$ cat src/rtl/ddpu_pkg.sv
// Shared types, constants and tables of the differential drive pose update unit.
package ddpu_pkg;

   // Default number of CORDIC rotations
   localparam int CORDIC_STEPS_DEF = 24;

   // Register reset values (unsigned Q8.8)
   localparam logic [15:0] RADIUS_RESET = 16'd128;
   localparam logic [15:0] TRACK_RESET  = 16'd5120;

   // Configuration register indexes
   localparam int CSR_IDX_W = 2;
   localparam logic [CSR_IDX_W-1:0] REG_WHEEL_RADIUS = 2'd0;
   localparam logic [CSR_IDX_W-1:0] REG_WHEEL_TRACK  = 2'd1;

   // Arithmetic constants
   localparam logic signed [33:0] GAIN_Q30       = 34'sh026DD3B6A;
   localparam logic [31:0]        HALF_DEG_ANGLE = 32'd5965232;
   localparam logic [31:0]        RAD_TO_ANGLE   = 32'd683565276;

   // Divider dividend width (heading step numerator after dropping 8 bits)
   localparam int DIV_BITS = 56;

   // Item modes
   typedef enum logic [2:0] {
      MODE_STEP         = 3'd0,
      MODE_TURN_LEFT    = 3'd1,
      MODE_TURN_RIGHT   = 3'd2,
      MODE_ZERO_HEADING = 3'd3,
      MODE_SET_POS      = 3'd4
   } mode_type;

   // CORDIC handshake
   typedef struct packed {
      logic        start;
      logic [31:0] angle;
   } cordic_req_type;

   typedef struct packed {
      logic              busy;
      logic signed [33:0] cos_val;
      logic signed [33:0] sin_val;
   } cordic_rsp_type;

   // Divider handshake
   typedef struct packed {
      logic                start;
      logic [DIV_BITS-1:0] dividend;
      logic [15:0]         divisor;
   } div_req_type;

   typedef struct packed {
      logic        busy;
      logic [31:0] quotient;
   } div_rsp_type;

   // Arctangent of 2^-i as a binary angle (2^32 = full turn)
   function automatic logic signed [33:0] atan_at(input logic [4:0] idx);
      logic signed [33:0] v;
      case (idx)
         5'd0:  v = 34'sh020000000;
         5'd1:  v = 34'sh012E4051E;
         5'd2:  v = 34'sh009FB385B;
         5'd3:  v = 34'sh0051111D4;
         5'd4:  v = 34'sh0028B0D43;
         5'd5:  v = 34'sh00145D7E1;
         5'd6:  v = 34'sh000A2F61E;
         5'd7:  v = 34'sh000517C55;
         5'd8:  v = 34'sh00028BE53;
         5'd9:  v = 34'sh000145F2F;
         5'd10: v = 34'sh0000A2F98;
         5'd11: v = 34'sh0000517CC;
         5'd12: v = 34'sh000028BE6;
         5'd13: v = 34'sh0000145F3;
         5'd14: v = 34'sh00000A2FA;
         5'd15: v = 34'sh00000517D;
         5'd16: v = 34'sh0000028BE;
         5'd17: v = 34'sh00000145F;
         5'd18: v = 34'sh000000A30;
         5'd19: v = 34'sh000000518;
         5'd20: v = 34'sh00000028C;
         5'd21: v = 34'sh000000146;
         5'd22: v = 34'sh0000000A3;
         5'd23: v = 34'sh000000051;
         5'd24: v = 34'sh000000029;
         5'd25: v = 34'sh000000014;
         5'd26: v = 34'sh00000000A;
         5'd27: v = 34'sh000000005;
         5'd28: v = 34'sh000000003;
         5'd29: v = 34'sh000000001;
         5'd30: v = 34'sh000000001;
         default: v = 34'sh000000000;
      endcase
      return v;
   endfunction

endpackage

$ cat src/rtl/ddpu_intf.sv
// Channel interfaces of the differential drive pose update unit.
interface ddpu_req_if;
   logic               valid;
   logic               ready;
   logic [2:0]         mode;
   logic signed [15:0] left_speed;
   logic signed [15:0] right_speed;
   logic signed [31:0] new_x;
   logic signed [31:0] new_y;

   modport source (output valid, mode, left_speed, right_speed, new_x, new_y, input ready);
   modport sink   (input valid, mode, left_speed, right_speed, new_x, new_y, output ready);
endinterface

interface ddpu_rsp_if;
   logic               valid;
   logic               ready;
   logic signed [31:0] pos_x;
   logic signed [31:0] pos_y;
   logic [31:0]        heading_angle;

   modport source (output valid, pos_x, pos_y, heading_angle, input ready);
   modport sink   (input valid, pos_x, pos_y, heading_angle, output ready);
endinterface

interface ddpu_csr_if;
   logic                           valid;
   logic                           ready;
   logic [ddpu_pkg::CSR_IDX_W-1:0] index;
   logic [15:0]                    data;

   modport source (output valid, index, data, input ready);
   modport sink   (input valid, index, data, output ready);
endinterface

$ cat src/rtl/ddpu_cordic.sv
// Iterative rotation-mode CORDIC giving cosine and sine of a binary angle.
module ddpu_cordic #(
   parameter int CORDIC_STEPS = ddpu_pkg::CORDIC_STEPS_DEF
) (
   input  logic                     clock,
   input  logic                     reset,
   input  ddpu_pkg::cordic_req_type req,
   output ddpu_pkg::cordic_rsp_type rsp
);
   localparam int CW = $clog2(CORDIC_STEPS);

   logic signed [33:0] x_ff, x_in, y_ff, y_in, z_ff, z_in;
   logic               flip_ff, flip_in;
   logic               busy_ff, busy_in;
   logic [CW-1:0]      cnt_ff, cnt_in;
   logic [31:0]        ang_adj;
   logic               ang_flip;
   logic signed [33:0] x_sh, y_sh, atan_v;

   // Fold left half-plane angles by half a turn
   always_comb begin
      ang_flip = (req.angle[31:30] == 2'b01) || (req.angle[31:30] == 2'b10);
      ang_adj  = ang_flip ? req.angle + 32'h8000_0000 : req.angle;
   end

   // One micro-rotation per cycle
   always_comb begin
      x_sh    = x_ff >>> cnt_ff;
      y_sh    = y_ff >>> cnt_ff;
      atan_v  = ddpu_pkg::atan_at(5'(cnt_ff));
      x_in    = x_ff;
      y_in    = y_ff;
      z_in    = z_ff;
      flip_in = flip_ff;
      busy_in = busy_ff;
      cnt_in  = cnt_ff;
      if (req.start) begin
         x_in    = ddpu_pkg::GAIN_Q30;
         y_in    = '0;
         z_in    = 34'(signed'(ang_adj));
         flip_in = ang_flip;
         busy_in = 1'b1;
         cnt_in  = '0;
      end else if (busy_ff) begin
         if (!z_ff[33]) begin
            x_in = x_ff - y_sh;
            y_in = y_ff + x_sh;
            z_in = z_ff - atan_v;
         end else begin
            x_in = x_ff + y_sh;
            y_in = y_ff - x_sh;
            z_in = z_ff + atan_v;
         end
         cnt_in = cnt_ff + 1'b1;
         if (cnt_ff == CW'(CORDIC_STEPS - 1)) begin
            busy_in = 1'b0;
         end
      end
   end

   always_ff @(posedge clock) begin
      if (reset) begin
         busy_ff <= 1'b0;
         cnt_ff  <= '0;
      end else begin
         busy_ff <= busy_in;
         cnt_ff  <= cnt_in;
      end
      x_ff    <= x_in;
      y_ff    <= y_in;
      z_ff    <= z_in;
      flip_ff <= flip_in;
   end

   // Undo the half-turn fold on the way out
   assign rsp.busy    = busy_ff;
   assign rsp.cos_val = flip_ff ? -x_ff : x_ff;
   assign rsp.sin_val = flip_ff ? -y_ff : y_ff;

endmodule

$ cat src/rtl/ddpu_mul.sv
// Shared registered 32 by 32 unsigned multiplier.
module ddpu_mul (
   input  logic        clock,
   input  logic [31:0] op_a,
   input  logic [31:0] op_b,
   output logic [63:0] product
);
   logic [63:0] prod_ff, prod_in;

   // Multiply; the product is registered and available in the next cycle
   assign prod_in = {32'd0, op_a} * {32'd0, op_b};

   always_ff @(posedge clock) begin
      prod_ff <= prod_in;
   end

   assign product = prod_ff;

endmodule

$ cat src/rtl/ddpu_div.sv
// Restoring radix-2 divider, one quotient bit per cycle.
module ddpu_div (
   input  logic                  clock,
   input  logic                  reset,
   input  ddpu_pkg::div_req_type req,
   output ddpu_pkg::div_rsp_type rsp
);
   localparam int NW = ddpu_pkg::DIV_BITS;
   localparam int CW = $clog2(NW);

   logic [NW-1:0] num_ff, num_in;
   logic [15:0]   rem_ff, rem_in;
   logic [15:0]   dvs_ff, dvs_in;
   logic [31:0]   quo_ff, quo_in;
   logic [CW-1:0] cnt_ff, cnt_in;
   logic          busy_ff, busy_in;
   logic [16:0]   trial, diff;
   logic          fits;

   // Shift in the next dividend bit and try to subtract
   always_comb begin
      trial   = {rem_ff, num_ff[NW-1]};
      diff    = trial - {1'b0, dvs_ff};
      fits    = trial >= {1'b0, dvs_ff};
      num_in  = num_ff;
      rem_in  = rem_ff;
      dvs_in  = dvs_ff;
      quo_in  = quo_ff;
      cnt_in  = cnt_ff;
      busy_in = busy_ff;
      if (req.start) begin
         num_in  = req.dividend;
         rem_in  = '0;
         dvs_in  = req.divisor;
         quo_in  = '0;
         cnt_in  = '0;
         busy_in = 1'b1;
      end else if (busy_ff) begin
         num_in = {num_ff[NW-2:0], 1'b0};
         rem_in = fits ? diff[15:0] : trial[15:0];
         quo_in = {quo_ff[30:0], fits};
         cnt_in = cnt_ff + 1'b1;
         if (cnt_ff == CW'(NW - 1)) begin
            busy_in = 1'b0;
         end
      end
   end

   always_ff @(posedge clock) begin
      if (reset) begin
         busy_ff <= 1'b0;
         cnt_ff  <= '0;
      end else begin
         busy_ff <= busy_in;
         cnt_ff  <= cnt_in;
      end
      num_ff <= num_in;
      rem_ff <= rem_in;
      dvs_ff <= dvs_in;
      quo_ff <= quo_in;
   end

   assign rsp.busy     = busy_ff;
   assign rsp.quotient = quo_ff;

endmodule

$ cat src/rtl/differential_drive_pose_update_unit.sv
// Top level of the differential drive pose update unit: sequencer, pose state, registers.
//
// Keeps x, y (signed Q16.16, saturating) and heading (32-bit binary angle, wrapping).
// Turn, zero-heading and set-position modes change the pose on acceptance; these and unused
// modes go straight to the done state, where the result is loaded into the output register.
// In a step transaction the sequencer issues three products on the shared 32x32 multiplier
// and starts the CORDIC and the restoring divider for the heading step; it waits until
// both have finished, two more products then finish x and y, and the heading and output
// register follow.
// One transaction is in flight at a time; the finished pose waits in an output register,
// and the input is ready again the cycle after it is loaded. A stalled result holds the
// input.
module differential_drive_pose_update_unit #(
   parameter int CORDIC_STEPS = ddpu_pkg::CORDIC_STEPS_DEF
) (
   input logic        clock,
   input logic        reset,
   ddpu_req_if.sink   req_chan,
   ddpu_rsp_if.source rsp_chan,
   ddpu_csr_if.sink   csr_chan
);
   typedef enum logic [9:0] {
      ST_IDLE = 10'b00_0000_0001,
      ST_DIST = 10'b00_0000_0010,
      ST_DIFF = 10'b00_0000_0100,
      ST_RAD  = 10'b00_0000_1000,
      ST_DIV  = 10'b00_0001_0000,
      ST_WAIT = 10'b00_0010_0000,
      ST_MULX = 10'b00_0100_0000,
      ST_MULY = 10'b00_1000_0000,
      ST_UPDY = 10'b01_0000_0000,
      ST_DONE = 10'b10_0000_0000
   } state_type;

   state_type state_ff, state_in;

   logic [15:0]        radius_ff, radius_in, track_ff, track_in;
   logic signed [31:0] cur_x_ff, cur_x_in, cur_y_ff, cur_y_in;
   logic [31:0]        cur_head_ff, cur_head_in;
   logic signed [15:0] ls_ff, ls_in, rs_ff, rs_in;
   logic [31:0]        dist_mag_ff, dist_mag_in;
   logic               rsp_valid_ff, rsp_valid_in;
   logic signed [31:0] out_x_ff, out_x_in, out_y_ff, out_y_in;
   logic [31:0]        out_head_ff, out_head_in;

   logic               accept, out_load;
   logic signed [16:0] sum_s, diff_s;
   logic [16:0]        sum_mag, diff_mag;
   logic [15:0]        track_eff;
   logic [31:0]        mul_a, mul_b;
   logic [63:0]        mul_p;
   logic [31:0]        cos_mag, sin_mag;
   logic               delta_neg;
   logic signed [64:0] prod_s, prod_r;
   logic signed [33:0] delta;
   logic signed [31:0] cur_pos;
   logic signed [34:0] pos_sum;
   logic signed [31:0] pos_sat;
   logic [63:0]        head_num;

   ddpu_pkg::cordic_req_type cordic_req;
   ddpu_pkg::cordic_rsp_type cordic_rsp;
   ddpu_pkg::div_req_type    div_req;
   ddpu_pkg::div_rsp_type    div_rsp;

   ddpu_cordic #(.CORDIC_STEPS(CORDIC_STEPS)) u_cordic (
      .clock (clock),
      .reset (reset),
      .req   (cordic_req),
      .rsp   (cordic_rsp)
   );

   ddpu_mul u_mul (
      .clock   (clock),
      .op_a    (mul_a),
      .op_b    (mul_b),
      .product (mul_p)
   );

   ddpu_div u_div (
      .clock (clock),
      .reset (reset),
      .req   (div_req),
      .rsp   (div_rsp)
   );

   // Handshakes
   assign req_chan.ready = (state_ff == ST_IDLE);
   assign csr_chan.ready = 1'b1;
   assign accept   = req_chan.valid && req_chan.ready;
   assign out_load = (state_ff == ST_DONE) && (!rsp_valid_ff || rsp_chan.ready);

   // Wheel speed sum and difference
   always_comb begin
      sum_s     = 17'(ls_ff) + 17'(rs_ff);
      diff_s    = 17'(ls_ff) - 17'(rs_ff);
      sum_mag   = sum_s[16] ? 17'(-sum_s) : 17'(sum_s);
      diff_mag  = diff_s[16] ? 17'(-diff_s) : 17'(diff_s);
      track_eff = (track_ff == 16'd0) ? 16'd1 : track_ff;
      cos_mag   = cordic_rsp.cos_val[33] ? 32'(-cordic_rsp.cos_val) : 32'(cordic_rsp.cos_val);
      sin_mag   = cordic_rsp.sin_val[33] ? 32'(-cordic_rsp.sin_val) : 32'(cordic_rsp.sin_val);
   end

   // Select multiplier operands per step
   always_comb begin
      mul_a = '0;
      mul_b = '0;
      case (state_ff)
         ST_DIST: begin
            mul_a = {16'd0, radius_ff};
            mul_b = {15'd0, sum_mag};
         end
         ST_DIFF: begin
            mul_a = {16'd0, radius_ff};
            mul_b = {15'd0, diff_mag};
         end
         ST_RAD: begin
            mul_a = mul_p[31:0];
            mul_b = ddpu_pkg::RAD_TO_ANGLE;
         end
         ST_MULX: begin
            mul_a = dist_mag_ff;
            mul_b = cos_mag;
         end
         ST_MULY: begin
            mul_a = dist_mag_ff;
            mul_b = sin_mag;
         end
         default: begin
            mul_a = '0;
            mul_b = '0;
         end
      endcase
   end

   // Launch CORDIC and divider
   always_comb begin
      head_num           = mul_p + {41'd0, track_eff, 7'd0};
      cordic_req.start   = (state_ff == ST_DIST);
      cordic_req.angle   = cur_head_ff;
      div_req.start      = (state_ff == ST_DIV);
      div_req.dividend   = head_num[ddpu_pkg::DIV_BITS+7:8];
      div_req.divisor    = track_eff;
   end

   // Position delta: round product to nearest and saturate the sum
   always_comb begin
      delta_neg = sum_s[16] ^ ((state_ff == ST_MULY) ? cordic_rsp.cos_val[33]
                                                     : cordic_rsp.sin_val[33]);
      prod_s    = delta_neg ? -$signed({1'b0, mul_p}) : $signed({1'b0, mul_p});
      prod_r    = (prod_s + 65'sh0_4000_0000) >>> 31;
      delta     = prod_r[33:0];
      cur_pos   = (state_ff == ST_MULY) ? cur_x_ff : cur_y_ff;
      pos_sum   = 35'(cur_pos) + 35'(delta);
      if ((pos_sum[34:31] == 4'b0000) || (pos_sum[34:31] == 4'b1111)) begin
         pos_sat = pos_sum[31:0];
      end else if (pos_sum[34]) begin
         pos_sat = 32'sh8000_0000;
      end else begin
         pos_sat = 32'sh7FFF_FFFF;
      end
   end

   // Sequencer and pose state
   always_comb begin
      state_in    = state_ff;
      cur_x_in    = cur_x_ff;
      cur_y_in    = cur_y_ff;
      cur_head_in = cur_head_ff;
      ls_in       = ls_ff;
      rs_in       = rs_ff;
      dist_mag_in = dist_mag_ff;
      case (state_ff)
         ST_IDLE: begin
            if (accept) begin
               ls_in    = req_chan.left_speed;
               rs_in    = req_chan.right_speed;
               state_in = ST_DONE;
               case (ddpu_pkg::mode_type'(req_chan.mode))
                  ddpu_pkg::MODE_STEP:         state_in = ST_DIST;
                  ddpu_pkg::MODE_TURN_LEFT:
                     cur_head_in = cur_head_ff + ddpu_pkg::HALF_DEG_ANGLE;
                  ddpu_pkg::MODE_TURN_RIGHT:
                     cur_head_in = cur_head_ff - ddpu_pkg::HALF_DEG_ANGLE;
                  ddpu_pkg::MODE_ZERO_HEADING: cur_head_in = '0;
                  ddpu_pkg::MODE_SET_POS: begin
                     cur_x_in = req_chan.new_x;
                     cur_y_in = req_chan.new_y;
                  end
                  default:                     state_in = ST_DONE;
               endcase
            end
         end
         ST_DIST: state_in = ST_DIFF;
         ST_DIFF: begin
            dist_mag_in = mul_p[31:0];
            state_in    = ST_RAD;
         end
         ST_RAD:  state_in = ST_DIV;
         ST_DIV:  state_in = ST_WAIT;
         ST_WAIT: begin
            if (!cordic_rsp.busy && !div_rsp.busy) begin
               state_in = ST_MULX;
            end
         end
         ST_MULX: state_in = ST_MULY;
         ST_MULY: begin
            cur_x_in = pos_sat;
            state_in = ST_UPDY;
         end
         ST_UPDY: begin
            cur_y_in    = pos_sat;
            cur_head_in = diff_s[16] ? cur_head_ff - div_rsp.quotient
                                     : cur_head_ff + div_rsp.quotient;
            state_in    = ST_DONE;
         end
         ST_DONE: begin
            if (out_load) begin
               state_in = ST_IDLE;
            end
         end
         default: state_in = ST_IDLE;
      endcase
   end

   // Configuration writes
   always_comb begin
      radius_in = radius_ff;
      track_in  = track_ff;
      if (csr_chan.valid && csr_chan.ready) begin
         case (csr_chan.index)
            ddpu_pkg::REG_WHEEL_RADIUS: radius_in = csr_chan.data;
            ddpu_pkg::REG_WHEEL_TRACK:  track_in  = csr_chan.data;
            default: begin
               radius_in = radius_ff;
               track_in  = track_ff;
            end
         endcase
      end
   end

   // Output register
   always_comb begin
      out_x_in     = out_x_ff;
      out_y_in     = out_y_ff;
      out_head_in  = out_head_ff;
      rsp_valid_in = rsp_valid_ff && !rsp_chan.ready;
      if (out_load) begin
         out_x_in     = cur_x_ff;
         out_y_in     = cur_y_ff;
         out_head_in  = cur_head_ff;
         rsp_valid_in = 1'b1;
      end
   end

   always_ff @(posedge clock) begin
      if (reset) begin
         state_ff     <= ST_IDLE;
         cur_x_ff     <= '0;
         cur_y_ff     <= '0;
         cur_head_ff  <= '0;
         radius_ff    <= ddpu_pkg::RADIUS_RESET;
         track_ff     <= ddpu_pkg::TRACK_RESET;
         rsp_valid_ff <= 1'b0;
      end else begin
         state_ff     <= state_in;
         cur_x_ff     <= cur_x_in;
         cur_y_ff     <= cur_y_in;
         cur_head_ff  <= cur_head_in;
         radius_ff    <= radius_in;
         track_ff     <= track_in;
         rsp_valid_ff <= rsp_valid_in;
      end
      ls_ff       <= ls_in;
      rs_ff       <= rs_in;
      dist_mag_ff <= dist_mag_in;
      out_x_ff    <= out_x_in;
      out_y_ff    <= out_y_in;
      out_head_ff <= out_head_in;
   end

   assign rsp_chan.valid         = rsp_valid_ff;
   assign rsp_chan.pos_x         = out_x_ff;
   assign rsp_chan.pos_y         = out_y_ff;
   assign rsp_chan.heading_angle = out_head_ff;

   // Both iterative units have finished before the position products start
   a_units_idle: assert property (@(posedge clock) disable iff (reset)
      (state_ff == ST_MULX) |-> (!cordic_rsp.busy && !div_rsp.busy))
      else $error("position product issued while CORDIC or divider busy");

   // CORDIC is never restarted in mid-rotation
   a_cordic_start: assert property (@(posedge clock) disable iff (reset)
      cordic_req.start |-> !cordic_rsp.busy)
      else $error("CORDIC restarted while busy");

   // Leaving the done state always presents a result
   a_done_result: assert property (@(posedge clock) disable iff (reset)
      (state_ff == ST_DONE && state_in == ST_IDLE) |=> rsp_chan.valid)
      else $error("transaction finished without a result");

endmodule
$ cat src/flat_wrapper.sv
// flat-port wrapper written by rule: the top's interface ports become plain ports
module differential_drive_pose_update_unit_flat 
#(
   parameter int CORDIC_STEPS = ddpu_pkg::CORDIC_STEPS_DEF
)
  (clock, reset, req_chan_valid, req_chan_mode, req_chan_left_speed, req_chan_right_speed, req_chan_new_x, req_chan_new_y, req_chan_ready, rsp_chan_valid, rsp_chan_pos_x, rsp_chan_pos_y, rsp_chan_heading_angle, rsp_chan_ready, csr_chan_valid, csr_chan_index, csr_chan_data, csr_chan_ready);
  ddpu_req_if req_chan_i ();
  ddpu_rsp_if rsp_chan_i ();
  ddpu_csr_if csr_chan_i ();
  input logic clock;
  input logic reset;
  input wire logic [$bits(req_chan_i.valid)-1:0] req_chan_valid;
  input wire logic [$bits(req_chan_i.mode)-1:0] req_chan_mode;
  input wire logic [$bits(req_chan_i.left_speed)-1:0] req_chan_left_speed;
  input wire logic [$bits(req_chan_i.right_speed)-1:0] req_chan_right_speed;
  input wire logic [$bits(req_chan_i.new_x)-1:0] req_chan_new_x;
  input wire logic [$bits(req_chan_i.new_y)-1:0] req_chan_new_y;
  output wire logic [$bits(req_chan_i.ready)-1:0] req_chan_ready;
  output wire logic [$bits(rsp_chan_i.valid)-1:0] rsp_chan_valid;
  output wire logic [$bits(rsp_chan_i.pos_x)-1:0] rsp_chan_pos_x;
  output wire logic [$bits(rsp_chan_i.pos_y)-1:0] rsp_chan_pos_y;
  output wire logic [$bits(rsp_chan_i.heading_angle)-1:0] rsp_chan_heading_angle;
  input wire logic [$bits(rsp_chan_i.ready)-1:0] rsp_chan_ready;
  input wire logic [$bits(csr_chan_i.valid)-1:0] csr_chan_valid;
  input wire logic [$bits(csr_chan_i.index)-1:0] csr_chan_index;
  input wire logic [$bits(csr_chan_i.data)-1:0] csr_chan_data;
  output wire logic [$bits(csr_chan_i.ready)-1:0] csr_chan_ready;
  assign req_chan_i.valid = req_chan_valid;
  assign req_chan_i.mode = req_chan_mode;
  assign req_chan_i.left_speed = req_chan_left_speed;
  assign req_chan_i.right_speed = req_chan_right_speed;
  assign req_chan_i.new_x = req_chan_new_x;
  assign req_chan_i.new_y = req_chan_new_y;
  assign req_chan_ready = req_chan_i.ready;
  assign rsp_chan_valid = rsp_chan_i.valid;
  assign rsp_chan_pos_x = rsp_chan_i.pos_x;
  assign rsp_chan_pos_y = rsp_chan_i.pos_y;
  assign rsp_chan_heading_angle = rsp_chan_i.heading_angle;
  assign rsp_chan_i.ready = rsp_chan_ready;
  assign csr_chan_i.valid = csr_chan_valid;
  assign csr_chan_i.index = csr_chan_index;
  assign csr_chan_i.data = csr_chan_data;
  assign csr_chan_ready = csr_chan_i.ready;
  differential_drive_pose_update_unit #(.CORDIC_STEPS(CORDIC_STEPS)) u_core (.clock(clock), .reset(reset), .req_chan(req_chan_i), .rsp_chan(rsp_chan_i), .csr_chan(csr_chan_i));
endmodule
$ cat config.mk
export PLATFORM = sky130hd
export DESIGN_NAME = differential_drive_pose_update_unit_flat
export DESIGN_NICKNAME = d
export VERILOG_FILES = /design/src/rtl/ddpu_pkg.sv /design/src/rtl/ddpu_intf.sv /design/src/rtl/ddpu_cordic.sv /design/src/rtl/ddpu_mul.sv /design/src/rtl/ddpu_div.sv /design/src/rtl/differential_drive_pose_update_unit.sv /design/src/flat_wrapper.sv
export SDC_FILE = /design/constraint.sdc
export NUM_CORES = 2
export LEC_CHECK = 0
export BUFFER_PORTS_ARGS = -buffer_cell sky130_fd_sc_hd__buf_2
export CAP_MARGIN = 25
export CORE_MARGIN = 5
export CORE_UTILIZATION = 59
export DETAILED_ROUTE_END_ITERATION = 7
export PLACE_DENSITY = 0.86
export SLEW_MARGIN = 10
export SYNTH_ARGS = -nofsm -noshare
export SYNTH_HDL_FRONTEND = slang
export SYNTH_HIERARCHICAL = 1
export SYNTH_SLANG_ARGS = --single-unit
$ cat constraint.sdc
create_clock -name clock -period 15.7 [get_ports clock]
set_clock_uncertainty 0.05 [all_clocks]
set_input_delay 1.57 -clock clock [delete_from_list [all_inputs] [get_ports clock]]
set_output_delay 1.57 -clock clock [all_outputs]
set_load 0.01 [all_outputs]
## Yosys cells after proc, flatten, opt, wreduce, memory -nomap -nowiden

Memory sizes are Yosys's and may differ from the RTL's. A register that Yosys moved wholly into a read port is not among the register bits.
Index checks and enable logic that the tools add are counted.

| word-level totals | value |
|---|---|
| register bits | 599 |
| bits in read-only memories | 960 |
| input bits | 122 |
| output and inout bits | 99 |
| memories | 1 |

Memories:

| memory | words | width | read ports | clocked after memory_dff | wr ports | RTL line | text |
|---|---|---|---|---|---|---|---|
| (no name shown) | 32 | 30 | 1 | 1 | 0 | ddpu_pkg.sv:60 | `case (idx)` |

| cells by class | value |
|---|---|
| add/sub/neg operators | 26 |
| $mul | 1 |
| $lt $le $gt $ge | 1 |
| eq/ne operators | 25 |
| shift-type cells | 2 |
| mux-type cells | 47 |
| bitwise operators | 1 |
| reductions and logical operators | 30 |

Operators with widths:

| cell | number |
|---|---|
| $mux W32 | 12 |
| $mux W34 | 7 |
| $pmux W32 S2 | 3 |
| $pmux W32 S3 | 2 |
| $pmux W32 S5 | 1 |
| $mux W56 | 2 |
| $add A34 B34 Y34 | 3 |
| $sub A34 B34 Y34 | 3 |
| $pmux W10 S10 | 1 |
| $neg A34 Y34 | 2 |
| $sshr A34 B5 Y34 | 2 |
| $add A65 B32 Y65 const B | 1 |
| $mux W65 | 1 |
| $neg A64 Y65 | 1 |
| $add A64 B23 Y64 | 1 |
| $mul A32 B32 Y64 | 1 |
| $neg A32 Y32 | 2 |
| $mux W10 | 4 |
| $add A32 B34 Y35 | 1 |
| $mux W17 | 2 |
| $neg A17 Y17 | 2 |
| $add A32 B23 Y32 const B | 1 |
| $add A32 B32 Y32 | 1 |
| $add A32 B32 Y32 const B | 1 |
| other kinds (44) | 76 |

## Logic depth before layout (Yosys ltp)

| depth | value |
|---|---|
| depth in word-level cells | 11 |
| depth in mapped cells | 45 |
| gate-level depth less buffers | 42 |

## Hierarchy

The synthesis kept the hierarchy.

By module, submodules not included:

| module | instances | cells an instance | area each (um2) | seq. area each (um2) |
|---|---|---|---|---|
| ddpu_mul | 1 | 3822 | 34722.1 | 1281.2 |
| differential_drive_pose_update_unit | 1 | 2867 | 24285.8 | 7587.3 |
| ddpu_cordic | 1 | 2392 | 18699.2 | 3133.0 |
| ddpu_div | 1 | 499 | 5972.0 | 3263.1 |

## Worst setup path after synthesis

Ideal clock, no wire load.

| timing | value |
|---|---|
| path kind | flip-flop to flip-flop |
| start | register u_core.u_cordic.x_ff[1] |
| end | register u_core.u_mul.prod_ff[59], in the netlist u_core/u_mul/product[59] |
| library setup time | 0.127 ns |
| arrival | 11.321 ns |
| data required time | 15.523 ns |
| setup slack | 4.203 ns |
| cell stages (with the launch flop) | 40 |
| path buffers | 2 |
| clock period less this slack | 11.497 ns |
| cell sequence | dfxtp_1 inv_1 ha_1 nand2_1 or3_1 or2_2 or3_1 or3_1 o41a_1 clkbuf_1 xor2_1 or4_1 or4_1 or3_1 o31ai_1 xor2_1 o221ai_1 clkbuf_1 [... 4 more ...] fa_1 fa_1 fa_1 fa_1 fa_1 inv_1 fa_1 inv_1 ha_1 a21oi_1 o21ai_0 a221o_1 a21o_1 a311oi_1 o41ai_2 a41oi_1 o21ai_0 xor2_1 |

RTL lines:

| item | RTL line | text |
|---|---|---|
| from (decl) | ddpu_cordic.sv:12 | `logic signed [33:0] x_ff, x_in, y_ff, y_in, z_ff, z_in;` |
| from (signal assigned) | ddpu_cordic.sv:69 | `x_ff <= x_in;` |
| to (signal assigned) | ddpu_mul.sv:14 | `prod_ff <= prod_in;` |
| to (decl) | ddpu_mul.sv:8 | `logic [63:0] prod_ff, prod_in;` |

==> impl_results.md <==
* DRT iter0 DRCs at 7976
* Area Overhead vs Synth at 5.74%
* Status: finished, violations left
* Gr ovfl total at 0
* Worst Tran Pin Value at 1.16 ns
* Reg area at ~15000 sq um
* Antenna violations before repair at 12
* Reg2reg end: u_core/u_mul/product[59]
* Synthesized cell area at approximately 84000 sq um
* Reg2Reg Depth at 36
* Worst VDD drop at between 0.08 and 0.09 mV
* DP Area at 85900 sq um
* Clock Latency Late Sink at between 0.6 and 0.7 ns
* PwrDens at 84.3 nW/um^2
* Die H at approximately 390 microns
* Setup Total Neg Slack at 0 ns
* Worst EP required at 16.18 ns
* Vias in the first global route at around 73000
* Vias per cell at around 6.4
* Post-Syn Instances at 9574
* Failing checks: DRC
* Syn Nets at ~11000
* Layout cells sized above 1 at 0.0815
* Period utilization at 0.822
* CTS resizes at 0
* Largest net degree at the start of global routing at 144
* DIE AREA at roughly 150000 sq um
* Worst Min Path Start: u_core/cur_x_ff[13]
* # clock sinks at around 630
* Slew headroom at 0.229
* Endpoints failing hold at 0
* Antenna-violating nets left at 0
* RD Place Congestion at 1.02
* Crit Path Class: reg -> reg
* Critical path's most frequent cell: fa_1
* Multi-input gate area at slightly above 60000 sq um
* Final nets at roughly 11000
* Final instance area at about 90000 sq um
* Fmax at between 70 and 80 MHz
* Pre-CTS setup slack at 3.05 ns
* RSZ-0062 raised after global routing: false
* Avg Cell Area, Syn at between 8 and 9 sq um
* DRC at 1
* Synth warn at 6
* Setup ws final at 2.79 ns
* Endpoint, Worst Hold: u_core/rsp_chan.pos_x[13]
* Commonest cells after routing, fill and taps aside: inv_1 (1116), nand2_1 (1079), fa_1 (906)
* Worst Setup Start Kind: flop
* Max incr delay on CP at roughly 0.77 ns
* Setup Viol. Count Final at 0
* DR vias at around 72000
* Worst Hold Path Cells at 0
* DP HPWL at 188000 microns
* Critical Path Fanout Max at 14
* FP Rows at about 140
* First-pass GRT wire length at a little under 400000 microns
* Die width at ~390 microns
* Max_cap viols at 0
* Start of the worst register-to-register path: u_core/u_cordic/x_ff[1]
* Hold buffer count at cts at 0
* Number of buffers created by CTS at 69
* I/O Buffers at 219
* Final WL at 252000 microns
* Initial core utilization at 0.592
* Root buf cell: clkbuf_16
* Tightest Hold Check Type: reg -> reg
* Pins over their slew limit at 0
* CP max-delay cell: o22ai_2
* Leakage at around 40 nW
* Clock Tree Buf Depth at 3
* CTS tree: built
* Clock transition at path regs at around 0.070 ns
* Fillers at approximately 11000
* Num ports at 221
* H-tree depth at 3
* Critical path arrival at ~13 ns
* Min cycle time layout at about 13 ns
* Post-CTS Setup Inserts at 0
* Tot GR Track Use at 0.327
* Average wire per standard cell at between 20 and 25 microns
* Core Box Area at around 140000 sq um
* CP Capture Type: flop
* Commonest non-fill, non-tap cell in the layout: inv_1
* R2R setup slack at between 2 and 3 ns
* Drt pass-1 iters at 8
-- critical path: cells and delay by family (launching register included) --
| kind | cells | cell delay [ns] |
|---|---|---|
| compound gates | 10 | 3.52 |
| xor+xnor | 3 | 0.51 |
| fa+ha+maj | 10 | 4.87 |
| buf+inv | 4 | 0.32 |
| flops | 1 | 0.37 |
| simple gates | 9 | 3.10 |
-- power breakdown --
part | total, mW | leakage, nW | switching, mW | internal (mW)
Clock | 1.76 | 1.18 | 0.735 | 1.02
Combinational | 3.57 | 33.0 | 2.13 | 1.44
Sequential | 2.13 | 5.49 | 0.304 | 1.83
-- layout make-up --
type	instances	share of cell area
multi-input cells	7235	0.701
flip-flops and latches	629	0.173
inverters	1123	0.0477
well taps	1890	0.0267
repair buffers	342	0.0239
clock buffers	87	0.0214
clock inverters	41	0.00607
diodes	10	0.000283
-- stage by stage --
| step | std cells | utilization | hold slack (ns) | power, mW |
|---|---|---|---|---|
| floorplan | 9574 | - | 0.356 | 4.69 |
| global placement | 11213 | 0.608 | 0.381 | 5.49 |
| detailed placement | 11214 | 0.608 | 0.390 | 5.58 |
| CTS | 11342 | 0.625 | 0.406 | 7.35 |
| global route | 11347 | 0.626 | 0.421 | 7.83 |
| finish | 11357 | 0.626 | 0.406 | 7.46 |
-- metal layers --
layer,wire (microns),global-route usage,share of wire,vias to the layer above
li1,-,-,-,31837
met1,95900,0.423,0.38,35091
met2,112000,0.512,0.44,4581
met3,31200,0.0918,0.12,911
met4,13100,0.152,0.052,6
met5,47,0,0.00019,-
-- sequential cells by signal (all words and copies together) (netlist names), 34 cells and up --
signal                count
u_core/u_cordic/x_ff     34
u_core/u_cordic/z_ff     34
u_core/u_cordic/y_ff     34
u_core/u_div/num_ff      56
u_core/u_mul/product     64
-- worst max path at each step --
stage                                       start                  endpoint  slack (ns)  depth (start not counted)
after floorplan           u_core/u_cordic/x_ff[1]  u_core/u_mul/product[59]        4.22                         39
after global placement    u_core/u_cordic/x_ff[0]  u_core/u_mul/product[63]        3.29                         37
after detailed placement  u_core/u_cordic/x_ff[1]  u_core/u_mul/product[59]        3.05                         36
after CTS                 u_core/u_cordic/x_ff[1]  u_core/u_mul/product[59]        2.95                         36
after global routing      u_core/u_cordic/x_ff[1]  u_core/u_mul/product[63]        2.16                         37
final                     u_core/u_cordic/x_ff[1]  u_core/u_mul/product[59]        2.79                         36
No activity file was read; power rests on OpenSTA's default activity.
